File: src/design/tepq_pkg.sv
// types and codes shared by the timed event priority queue
`default_nettype none

package tepq_pkg;

  // operation codes of a request
  typedef enum logic [1:0] {
    OP_INSERT = 2'd0,
    OP_POP    = 2'd1,
    OP_PURGE  = 2'd2,
    OP_NONE   = 2'd3
  } op_t;

  // status codes of a result
  localparam logic [1:0] ST_DONE  = 2'd0;
  localparam logic [1:0] ST_EMPTY = 2'd1;
  localparam logic [1:0] ST_FULL  = 2'd2;

  // controller states
  typedef enum logic [1:0] {
    S_IDLE,
    S_WALK,
    S_FINAL,
    S_DONE
  } state_t;

  // one request
  typedef struct packed {
    logic [1:0]  operation;
    logic [31:0] event_time;
    logic [1:0]  event_kind;
    logic [15:0] process_id;
  } req_t;

  // one result
  typedef struct packed {
    logic [1:0]  status;
    logic        event_valid;
    logic [31:0] out_time;
    logic [1:0]  out_kind;
    logic [15:0] out_process;
    logic [4:0]  removed_count;
    logic [4:0]  occupancy;
  } res_t;

  // one stored event
  typedef struct packed {
    logic [31:0] ev_time;
    logic [1:0]  ev_kind;
    logic [15:0] ev_process;
  } entry_t;

endpackage

`default_nettype wire

File: src/design/timed_event_priority_queue.sv
// timed event priority queue: sorted event store in one memory with a walking controller
`default_nettype none

// A request is taken when start is high and busy is low; busy then stays high until
// the single result has been shown on out_res for one cycle, marked by out_valid.
// Events are kept sorted by due tick in one memory with one read and one write port,
// and an operation walks the stored entries through that read port, one entry a
// cycle: a pop or purge walks every stored event, and an insert walks the stored
// events due later than the new one and then the first one that is not. An insert
// into an empty or a full store, a pop or purge on an empty store and an unused code
// walk nothing. Results cannot be held off.
module timed_event_priority_queue #(
  parameter int QUEUE_DEPTH = 16
) (
  input  wire logic            clk,
  input  wire logic            rst_n,
  input  wire logic            start,
  output      logic            busy,
  input  wire tepq_pkg::req_t  in_req,
  output      logic            out_valid,
  output      tepq_pkg::res_t  out_res
);

  localparam int IDX_W = $clog2(QUEUE_DEPTH);
  localparam int CNT_W = $clog2(QUEUE_DEPTH + 1);

  // event store
  tepq_pkg::entry_t slot_mem [QUEUE_DEPTH];

  // control registers
  tepq_pkg::state_t state_r, state_nxt;
  logic [CNT_W-1:0] count_r, count_nxt;
  logic [CNT_W-1:0] rd_left_r, rd_left_nxt;
  logic             pend_r, pend_nxt;

  // datapath registers
  tepq_pkg::req_t   req_r, req_nxt;
  logic [IDX_W-1:0] rd_idx_r, rd_idx_nxt;
  logic [IDX_W-1:0] pend_idx_r, pend_idx_nxt;
  logic [IDX_W-1:0] wr_idx_r, wr_idx_nxt;
  logic [CNT_W-1:0] removed_r, removed_nxt;
  logic [1:0]       status_r, status_nxt;
  logic             ev_valid_r, ev_valid_nxt;
  tepq_pkg::entry_t ev_r, ev_nxt;
  tepq_pkg::entry_t rdata_r;

  // memory port signals
  logic             rd_en;
  logic [IDX_W-1:0] rd_addr;
  logic             wr_en;
  logic [IDX_W-1:0] wr_addr;
  tepq_pkg::entry_t wr_data;

  // walk decode
  tepq_pkg::op_t    op;
  tepq_pkg::entry_t new_ent;
  logic             ins_later;
  logic             pid_match;
  logic             last_entry;
  logic             walk_end;
  logic             full;
  logic             empty;

  assign op          = tepq_pkg::op_t'(req_r.operation);
  assign new_ent     = '{ev_time: req_r.event_time, ev_kind: req_r.event_kind,
                         ev_process: req_r.process_id};
  assign ins_later   = rdata_r.ev_time > req_r.event_time;
  assign pid_match   = rdata_r.ev_process == req_r.process_id;
  assign last_entry  = CNT_W'(pend_idx_r) == (count_r - CNT_W'(1));
  assign full        = count_r == CNT_W'(QUEUE_DEPTH);
  assign empty       = count_r == '0;

  // the walk finishes on the entry that settles the request
  always_comb begin
    walk_end = 1'b0;
    if (pend_r) begin
      if (op == tepq_pkg::OP_INSERT) begin
        walk_end = !ins_later || (pend_idx_r == '0);
      end else begin
        walk_end = last_entry;
      end
    end
  end

  // next state
  always_comb begin
    state_nxt = state_r;
    unique case (state_r)
      tepq_pkg::S_IDLE: begin
        if (start) begin
          unique case (tepq_pkg::op_t'(in_req.operation))
            tepq_pkg::OP_INSERT: begin
              if (full) begin
                state_nxt = tepq_pkg::S_DONE;
              end else if (empty) begin
                state_nxt = tepq_pkg::S_FINAL;
              end else begin
                state_nxt = tepq_pkg::S_WALK;
              end
            end
            tepq_pkg::OP_POP, tepq_pkg::OP_PURGE: begin
              state_nxt = empty ? tepq_pkg::S_DONE : tepq_pkg::S_WALK;
            end
            default: state_nxt = tepq_pkg::S_DONE;
          endcase
        end
      end
      tepq_pkg::S_WALK: begin
        if (walk_end) begin
          if (op == tepq_pkg::OP_INSERT && ins_later) begin
            state_nxt = tepq_pkg::S_FINAL;
          end else begin
            state_nxt = tepq_pkg::S_DONE;
          end
        end
      end
      tepq_pkg::S_FINAL: state_nxt = tepq_pkg::S_DONE;
      tepq_pkg::S_DONE:  state_nxt = tepq_pkg::S_IDLE;
      default:           state_nxt = tepq_pkg::S_IDLE;
    endcase
  end

  // walk datapath: reads run one entry ahead of the write-back, so the
  // entry being read is never the one being written and needs no forwarding
  always_comb begin
    count_nxt    = count_r;
    rd_left_nxt  = rd_left_r;
    pend_nxt     = 1'b0;
    req_nxt      = req_r;
    rd_idx_nxt   = rd_idx_r;
    pend_idx_nxt = pend_idx_r;
    wr_idx_nxt   = wr_idx_r;
    removed_nxt  = removed_r;
    status_nxt   = status_r;
    ev_valid_nxt = ev_valid_r;
    ev_nxt       = ev_r;
    rd_en        = 1'b0;
    rd_addr      = rd_idx_r;
    wr_en        = 1'b0;
    wr_addr      = wr_idx_r;
    wr_data      = rdata_r;
    unique case (state_r)
      tepq_pkg::S_IDLE: begin
        if (start) begin
          req_nxt      = in_req;
          status_nxt   = tepq_pkg::ST_DONE;
          ev_valid_nxt = 1'b0;
          ev_nxt       = '0;
          removed_nxt  = '0;
          wr_idx_nxt   = '0;
          rd_left_nxt  = count_r;
          if (tepq_pkg::op_t'(in_req.operation) == tepq_pkg::OP_INSERT) begin
            rd_idx_nxt = IDX_W'(count_r - CNT_W'(1));
            if (full) begin
              status_nxt = tepq_pkg::ST_FULL;
            end
          end else begin
            rd_idx_nxt = '0;
            if (tepq_pkg::op_t'(in_req.operation) == tepq_pkg::OP_POP && empty) begin
              status_nxt = tepq_pkg::ST_EMPTY;
            end
          end
        end
      end
      tepq_pkg::S_WALK: begin
        // issue the next read
        if (rd_left_r != '0) begin
          rd_en        = 1'b1;
          rd_left_nxt  = rd_left_r - CNT_W'(1);
          pend_nxt     = 1'b1;
          pend_idx_nxt = rd_idx_r;
          if (op == tepq_pkg::OP_INSERT) begin
            rd_idx_nxt = rd_idx_r - IDX_W'(1);
          end else begin
            rd_idx_nxt = rd_idx_r + IDX_W'(1);
          end
        end
        // handle the entry read last cycle
        if (pend_r) begin
          unique case (op)
            tepq_pkg::OP_INSERT: begin
              wr_en   = 1'b1;
              wr_addr = pend_idx_r + IDX_W'(1);
              if (ins_later) begin
                wr_data = rdata_r;
              end else begin
                wr_data   = new_ent;
                count_nxt = count_r + CNT_W'(1);
              end
            end
            tepq_pkg::OP_POP: begin
              if (pend_idx_r == '0) begin
                ev_valid_nxt = 1'b1;
                ev_nxt       = rdata_r;
              end else begin
                wr_en   = 1'b1;
                wr_addr = pend_idx_r - IDX_W'(1);
              end
              if (walk_end) begin
                count_nxt = count_r - CNT_W'(1);
              end
            end
            tepq_pkg::OP_PURGE: begin
              if (pid_match) begin
                removed_nxt = removed_r + CNT_W'(1);
              end else begin
                wr_en      = 1'b1;
                wr_addr    = wr_idx_r;
                wr_idx_nxt = wr_idx_r + IDX_W'(1);
              end
              if (walk_end) begin
                count_nxt = count_r - removed_nxt;
              end
            end
            default: ;
          endcase
        end
        // drop reads still in flight once the walk is over
        if (walk_end) begin
          pend_nxt    = 1'b0;
          rd_left_nxt = '0;
        end
      end
      tepq_pkg::S_FINAL: begin
        // new event goes to the front
        wr_en     = 1'b1;
        wr_addr   = '0;
        wr_data   = new_ent;
        count_nxt = count_r + CNT_W'(1);
      end
      tepq_pkg::S_DONE: ;
      default: ;
    endcase
  end

  // outputs
  always_comb begin
    busy                  = state_r != tepq_pkg::S_IDLE;
    out_valid             = state_r == tepq_pkg::S_DONE;
    out_res.status        = status_r;
    out_res.event_valid   = ev_valid_r;
    out_res.out_time      = ev_r.ev_time;
    out_res.out_kind      = ev_r.ev_kind;
    out_res.out_process   = ev_r.ev_process;
    out_res.removed_count = 5'(removed_r);
    out_res.occupancy     = 5'(count_r);
  end

  // control registers
  always_ff @(posedge clk) begin
    if (!rst_n) begin
      state_r   <= tepq_pkg::S_IDLE;
      count_r   <= '0;
      rd_left_r <= '0;
      pend_r    <= 1'b0;
    end else begin
      state_r   <= state_nxt;
      count_r   <= count_nxt;
      rd_left_r <= rd_left_nxt;
      pend_r    <= pend_nxt;
    end
  end

  // datapath registers
  always_ff @(posedge clk) begin
    req_r      <= req_nxt;
    rd_idx_r   <= rd_idx_nxt;
    pend_idx_r <= pend_idx_nxt;
    wr_idx_r   <= wr_idx_nxt;
    removed_r  <= removed_nxt;
    status_r   <= status_nxt;
    ev_valid_r <= ev_valid_nxt;
    ev_r       <= ev_nxt;
  end

  // event store, registered read
  always_ff @(posedge clk) begin
    if (wr_en) begin
      slot_mem[wr_addr] <= wr_data;
    end
    if (rd_en) begin
      rdata_r <= slot_mem[rd_addr];
    end
  end

  // result strobe lasts a single cycle
  a_strobe_single: assert property (@(posedge clk) disable iff (!rst_n)
    out_valid |=> !out_valid)
    else $error("result strobe held longer than one cycle");

  // store never holds more than its depth
  a_count_bound: assert property (@(posedge clk) disable iff (!rst_n)
    count_r <= CNT_W'(QUEUE_DEPTH))
    else $error("stored count beyond depth");

  // a taken request keeps the block busy
  a_busy_after_start: assert property (@(posedge clk) disable iff (!rst_n)
    (start && !busy) |=> busy)
    else $error("busy not raised after request");

  // a full report only comes with a full store
  a_full_occupancy: assert property (@(posedge clk) disable iff (!rst_n)
    (out_valid && out_res.status == tepq_pkg::ST_FULL) |->
      (count_r == CNT_W'(QUEUE_DEPTH)))
    else $error("full status with spare room");

  // a returned event comes only from a successful pop
  a_event_pop: assert property (@(posedge clk) disable iff (!rst_n)
    (out_valid && out_res.event_valid) |->
      (op == tepq_pkg::OP_POP && out_res.status == tepq_pkg::ST_DONE))
    else $error("event returned outside a pop");

endmodule

`default_nettype wire

File: config.mk
export PLATFORM = sky130hd
export DESIGN_NAME = timed_event_priority_queue
export DESIGN_NICKNAME = d
export VERILOG_FILES = /design/src/design/tepq_pkg.sv /design/src/design/timed_event_priority_queue.sv
export SDC_FILE = /design/constraint.sdc
export NUM_CORES = 1
export LEC_CHECK = 0
export ABC_AREA = 0
export BUFFER_PORTS_ARGS = -buffer_cell sky130_fd_sc_hd__buf_2
export CAP_MARGIN = 20
export CELL_PAD_IN_SITES_DETAIL_PLACEMENT = 1
export CELL_PAD_IN_SITES_GLOBAL_PLACEMENT = 1
export CORE_MARGIN = 2
export CORE_UTILIZATION = 25
export CTS_CLUSTER_SIZE = 10
export DETAILED_ROUTE_END_ITERATION = 8
export PLACE_DENSITY = 0.45
export REMOVE_ABC_BUFFERS = 1
export SYNTH_ARGS = -nofsm -noshare
export SYNTH_HDL_FRONTEND = slang
export SYNTH_SLANG_ARGS = --single-unit
File: constraint.sdc
create_clock -name clk -period 5.1 [get_ports clk]
set_input_delay 0 -clock clk [delete_from_list [all_inputs] [get_ports clk]]
set_output_delay 0 -clock clk [all_outputs]
set_load 0.03 [all_outputs]
======== Yosys cells after proc, flatten, opt, wreduce, memory -nomap -nowiden ========
Memories as Yosys holds them, arrays and structs flattened. A register that Yosys moved wholly into a read port is not among the register bits.
Cells that the tools add are included.
word-level totals
  flip-flop bits (word level) ............. 135
  memories kept ........................... 1
  memory bits (writable) .................. 800
  logic and storage cells ................. 146
  input port bits ......................... 55
  output and inout bits ................... 65
cells by class
  bitwise gates (word level) .............. 2
  reductions and logical operators ........ 24
  add/sub/neg operators ................... 10
  multiplexer cells ....................... 68
  eq/ne operators ......................... 23
  magnitude comparators ................... 1
memories
  name      words  bits a word  rd ports  clocked after memory_dff  wr ports  RTL line                          RTL
  slot_mem  16     50           1         1                         1         timed_event_priority_queue.sv:28  tepq_pkg::entry_t slot_mem [QUEUE_DEPTH];
operators with widths
  operator             count
  $mux 50              7
  $pmux 50 s2          2
  $mux 5               14
  $mux 4               10
  $gt 32x32->1         1
  $pmux 4 s2           4
  $pmux 5 s2           3
  $eq 16x16->1         1
  $mux 1               15
  $pmux 5 s3           1
  $mux 2               7
  $add 4x1->4 const B  3
  $ne 2x2->1 const B   6
  $ne 3x3->1 const B   4
  $add 5x1->5 const B  2
  $reduce_and 5->1     2
  $sub 5x1->5 const B  2
  $eq 2x2->1 const B   4
  $pmux 2 s4           1
  $sub 4x1->4 const B  2
  $eq 2x1->1 const B   3
  $logic_not 2->1      3
  $reduce_and 2->1     3
  $reduce_and 3->1     2
  other kinds (20)     26

======== Longest topological paths before layout ========
  depth after elaboration ................. 10
  mapped depth ............................ 13
  depth with buffers taken out ............ 13

======== Worst setup path after synthesis ========
Ideal clock, no wire load.
  path kind ............................... register to register
  start point ............................. register state_r[0]
  end point ............................... register ev_valid_r, enable pin
  required time ........................... 4623 ps
  cell stages (with the launch flop) ...... 7
  setup time .............................. 477 ps
  arrival ................................. 4825 ps
  path slack .............................. -202 ps
  path through ............................ dfxtp_1 inv_1 ha_1 nand2_1 inv_1 a21oi_1 a21oi_1
on the way
  cells in the longest elaborated chain, start to end .. 3
  elaborated cells on any way between the ends .. 8
ends and longest elaborated chain
  element                                                    RTL line                           RTL
  start: declaration                                         timed_event_priority_queue.sv:31   tepq_pkg::state_t state_r, state_nxt;
  start signal: assignment                                   timed_event_priority_queue.sv:252  state_r <= tepq_pkg::S_IDLE;
  start signal: assignment                                   timed_event_priority_queue.sv:257  state_r <= state_nxt;
  $eq 2x1->1 or $logic_not 2->1 (tied branches)              timed_event_priority_queue.sv:142  unique case (state_r)
  $ne 2x1->1 (no source line), or another cell as far along  --
  $reduce_and 5->1 (no source line) *                        --
  end signal: assignment                                     timed_event_priority_queue.sv:272  ev_valid_r <= ev_valid_nxt;
  end: declaration                                           timed_event_priority_queue.sv:43   logic ev_valid_r, ev_valid_nxt;
Every way passes the cells marked *; elsewhere a longest branch is shown, timed or not.
A chain may end at the register's enable or synchronous reset.

==> flow_summary.toml <==
[global_routing]
first_global_vias = 21200
grt_util_all_layers_pct = 14.19
grt_max_degree = 78
antenna_found_initial = 5
globalRoute.totalOverflow = 0
grt_first_pass_wirelength_um = 160700

[sta]
hold_violations = 0
highest_clock_rate_ghz = 0.2209
worst_pin_slew_ns = 1.036
timing.final.setup_violations = 0
rsz_0062_raised_after_global_routing = "no"
maxSlewViolCount = 0
max-slew-margin-rel_pct = 30.94
final.setup.tns_ns = 0
timing.clock.skew_ns = 0.03501
finalWorstPathRequiredPeriod_ns = 4.526
finalCritPeriodShare_pct = 88.75

[detailed_routing]
detailedRoute.firstPassIterationCount = 5
detail_route.iter0.violations = 1310
drt-total-wl_um = 112600
final_antenna_net_count = 0
vias_per_cell = 4.560
post-route-drc-count = 0
detail_route.wl_per_cell_um = 26.59
routed-via-count = 19310

[layout]
n_fill_cell = 15580
finalInstanceArea_mm2 = 0.04700
nNetsFinal = 2244
area_growth_pct = 20.06
n_diodes = 0
instances_no_fill = 4234
layout-drive-gt1-share_pct = 27.48

[logic_synthesis]
top_reg_cell_synth = "edfxtp_1"
synth.lib_cells_used.distinct = 68
ys_top_cells_by_area = "edfxtp_1 (75%), mux4_2 (14%), ha_1 (1.8%)"
asyncSetResetFlopFracSynth_pct = 0
synth_warnings = 0
post_synth_inst_count = 1839
syn_avg_cell_area_um2 = 21.29
synth-edff-count = 972
synth_top_cell_by_area = "edfxtp_1"
yosysSeqAreaShare_pct = 75.22
synth_top_area_share_pct = 74.55
netlist_area_mm2 = 0.03915
ys_seq_elements = 985

[power_and_ir_drop]
max-vdd-ir-drop_v = 0.0003334
pwr_per_cell_area_mw_per_mm2 = 596.6
static-leakage-power_nw = 15.17

[clock_tree]
worstSkewPairLatency_ns = 0.73
cts-htree-levels = 3
clock_sinks = 985
tritoncts.num_buffers = 115
clock_tree_from_tritoncts = "done"
clock_path_buffers = 3
cts.reportedPaths.clkPinSlew_ns = 0.05
clockRootBuffer = "clkbuf_16"
cts_resized = 0

[placed_design]
detailed_place_hpwl_um = 62130
placed_cell_area_mm2 = 0.04296
dp_cells = 3988
buffer_ports.inserted = 119
gp_congestion = 0.7250

[die]
die_height_um = 399.7
design.portCount = 120
die_width_um = 399.7
die-area_mm2 = 0.1598
fp.coreArea_mm2 = 0.1558
floorplan.initialDensity_pct = 25.12
num_rows = 145

[min_path]
min-delay-path-class = "in2reg"

[run]
max_cap_viol_count = 0

[critical_path]
timing.critical_path.required_ns = 5.54
timing.critical_path.from_type = "register"
worst-path-max-fanout = 27
arrival_worst_endpoint_ns = 4.97
worstSetupEndpointType = "register"
criticalPathCategory = "reg2reg"

[run_status]
outcome = "finished, final reports clean"
## cells in the final DEF, fill, tap and decap left out, drive strengths merged, types with 5 or more instances in the layout
cell,Yosys,final
nor2,46,46
a22o,50,50
nand3,18,18
xor2,9,9
dfxtp,13,13
a21oi,33,33
mux4,250,250
dlygate4sd3,0,83
ha,57,57
o21ai,25,25
clkinv,1,22
nand4,13,13
clkbuf,58,138
edfxtp,972,972
a211oi,5,5
o22ai,6,6
inv,63,64
nand2b,6,6
nor3,7,7
nand2,31,31
xnor2,24,24
and2,51,51
buf,31,180
## cells by family (layout without fill, tap and decap cells)
family / after synthesis / in the layout / synth area share (%)
adder cells (fa/ha/maj): 59 / 59 / 1.924
AO/OA/AOI/OAI: 160 / 160 / 3.180
AND/OR/NAND/NOR: 193 / 193 / 2.678
XOR/XNOR: 35 / 35 / 0.8533
flip-flops: 985 / 985 / 75.22
buffers and inverters: 153 / 490 / 1.662
multiplexers: 254 / 254 / 14.48
## repair_timing
| item | 4_1_cts | 5_1_grt |
|---|---|---|
| setup buffers | 0 | 0 |
| endpoints found under the hold margin | 68 | 0 |
| hold buffers | 83 | 0 |
## final timing paths
check,startpoint,endpoint,slack [ns],cells past startpoint
max,rdata_r[31],slot_mem[9][7],0.57,9
max reg2reg,rdata_r[31],slot_mem[9][7],0.57,9
min,in_req[19],new_ent[19],0.04,2
min reg2reg,state_r[0],state_r[0],0.54,2
## metrics by stage
step,util [%],worst slack [ns],total power [W],hold slack (ns)
2_1_floorplan,-,-4.086,0.01788,0.09887
3_3_place_gp,27.56,0.5913,0.02081,0.1803
3_5_place_dp,27.56,0.4270,0.02101,0.1795
4_1_cts,30.16,0.4412,0.02859,0.001382
5_1_grt,30.16,0.3557,0.02940,0.02744
6_report,30.16,0.5739,0.02804,0.03724
## layout make-up
cell class	instances	area (um2)	share of cell area [%]
multi-input cells	701	9214	19.60
clock inverters	25	229.0	0.4871
well taps	2058	2575	5.478
repair buffers	263	2310	4.914
inverters	64	241.5	0.5138
flip-flops and latches	985	29450	62.65
clock buffers	138	2985	6.351
## flip-flops by register name, summed over array words and instances (netlist names)
name	count
count_r	5
ev_valid_r	1
new_ent	50
op	2
out_res	50
pend_idx_r	4
pend_r	1
rd_addr	4
rd_left_r	5
rdata_r	50
removed_r	5
slot_mem	800
state_r	2
status_r	2
wr_idx_r	4
## Yosys cell counts, types with 4 or more instances
library cell,count
o21ai_0,23
mux2i_1,4
and2_1,51
edfxtp_1,972
o211ai_1,4
nand2_1,31
buf_1,14
xor2_1,9
buf_2,10
buf_8,5
a22o_1,50
nor2_1,45
ha_1,57
xnor2_1,24
a221o_1,4
nor3_1,7
nand3_1,18
clkbuf_1,58
mux4_2,250
dfxtp_1,13
a211oi_1,5
a21oi_1,31
nand4_1,12
inv_1,63
o22ai_1,6
a21o_1,4
nand2b_1,6
## critical path, cell delays in order (launching register included)
cell and delay [ns]:
edfxtp_1 0.43, ha_1 0.33, nand4_1 0.37, or3_1 0.63
or4_4 0.59, o21ai_4 0.16, a41oi_4 0.19, nor2_8 0.61
buf_4 0.38, a22o_1 0.52
## power by group
| part | internal [W] | switching [W] | leakage (nW) | total (W) |
|---|---|---|---|---|
| logic | 0.00330 | 0.00551 | 4.62 | 0.00881 |
| clock network | 0.00421 | 0.00316 | 1.57 | 0.00737 |
| registers | 0.0113 | 0.000528 | 8.98 | 0.0119 |
| total | 0.0189 | 0.00919 | 15.2 | 0.0280 |
## routing by layer
layer	routed length, um	vias up	GRT usage (%)	share of wire [%]
met5	13	-	0	0.012
met4	2272	2	3.907	2.0
met3	5087	135	2.438	4.5
met2	54730	458	23.56	49
met1	50460	10520	19.10	45
li1	-	8188	-	-
Note: power is estimated with default switching activity, not from simulation.
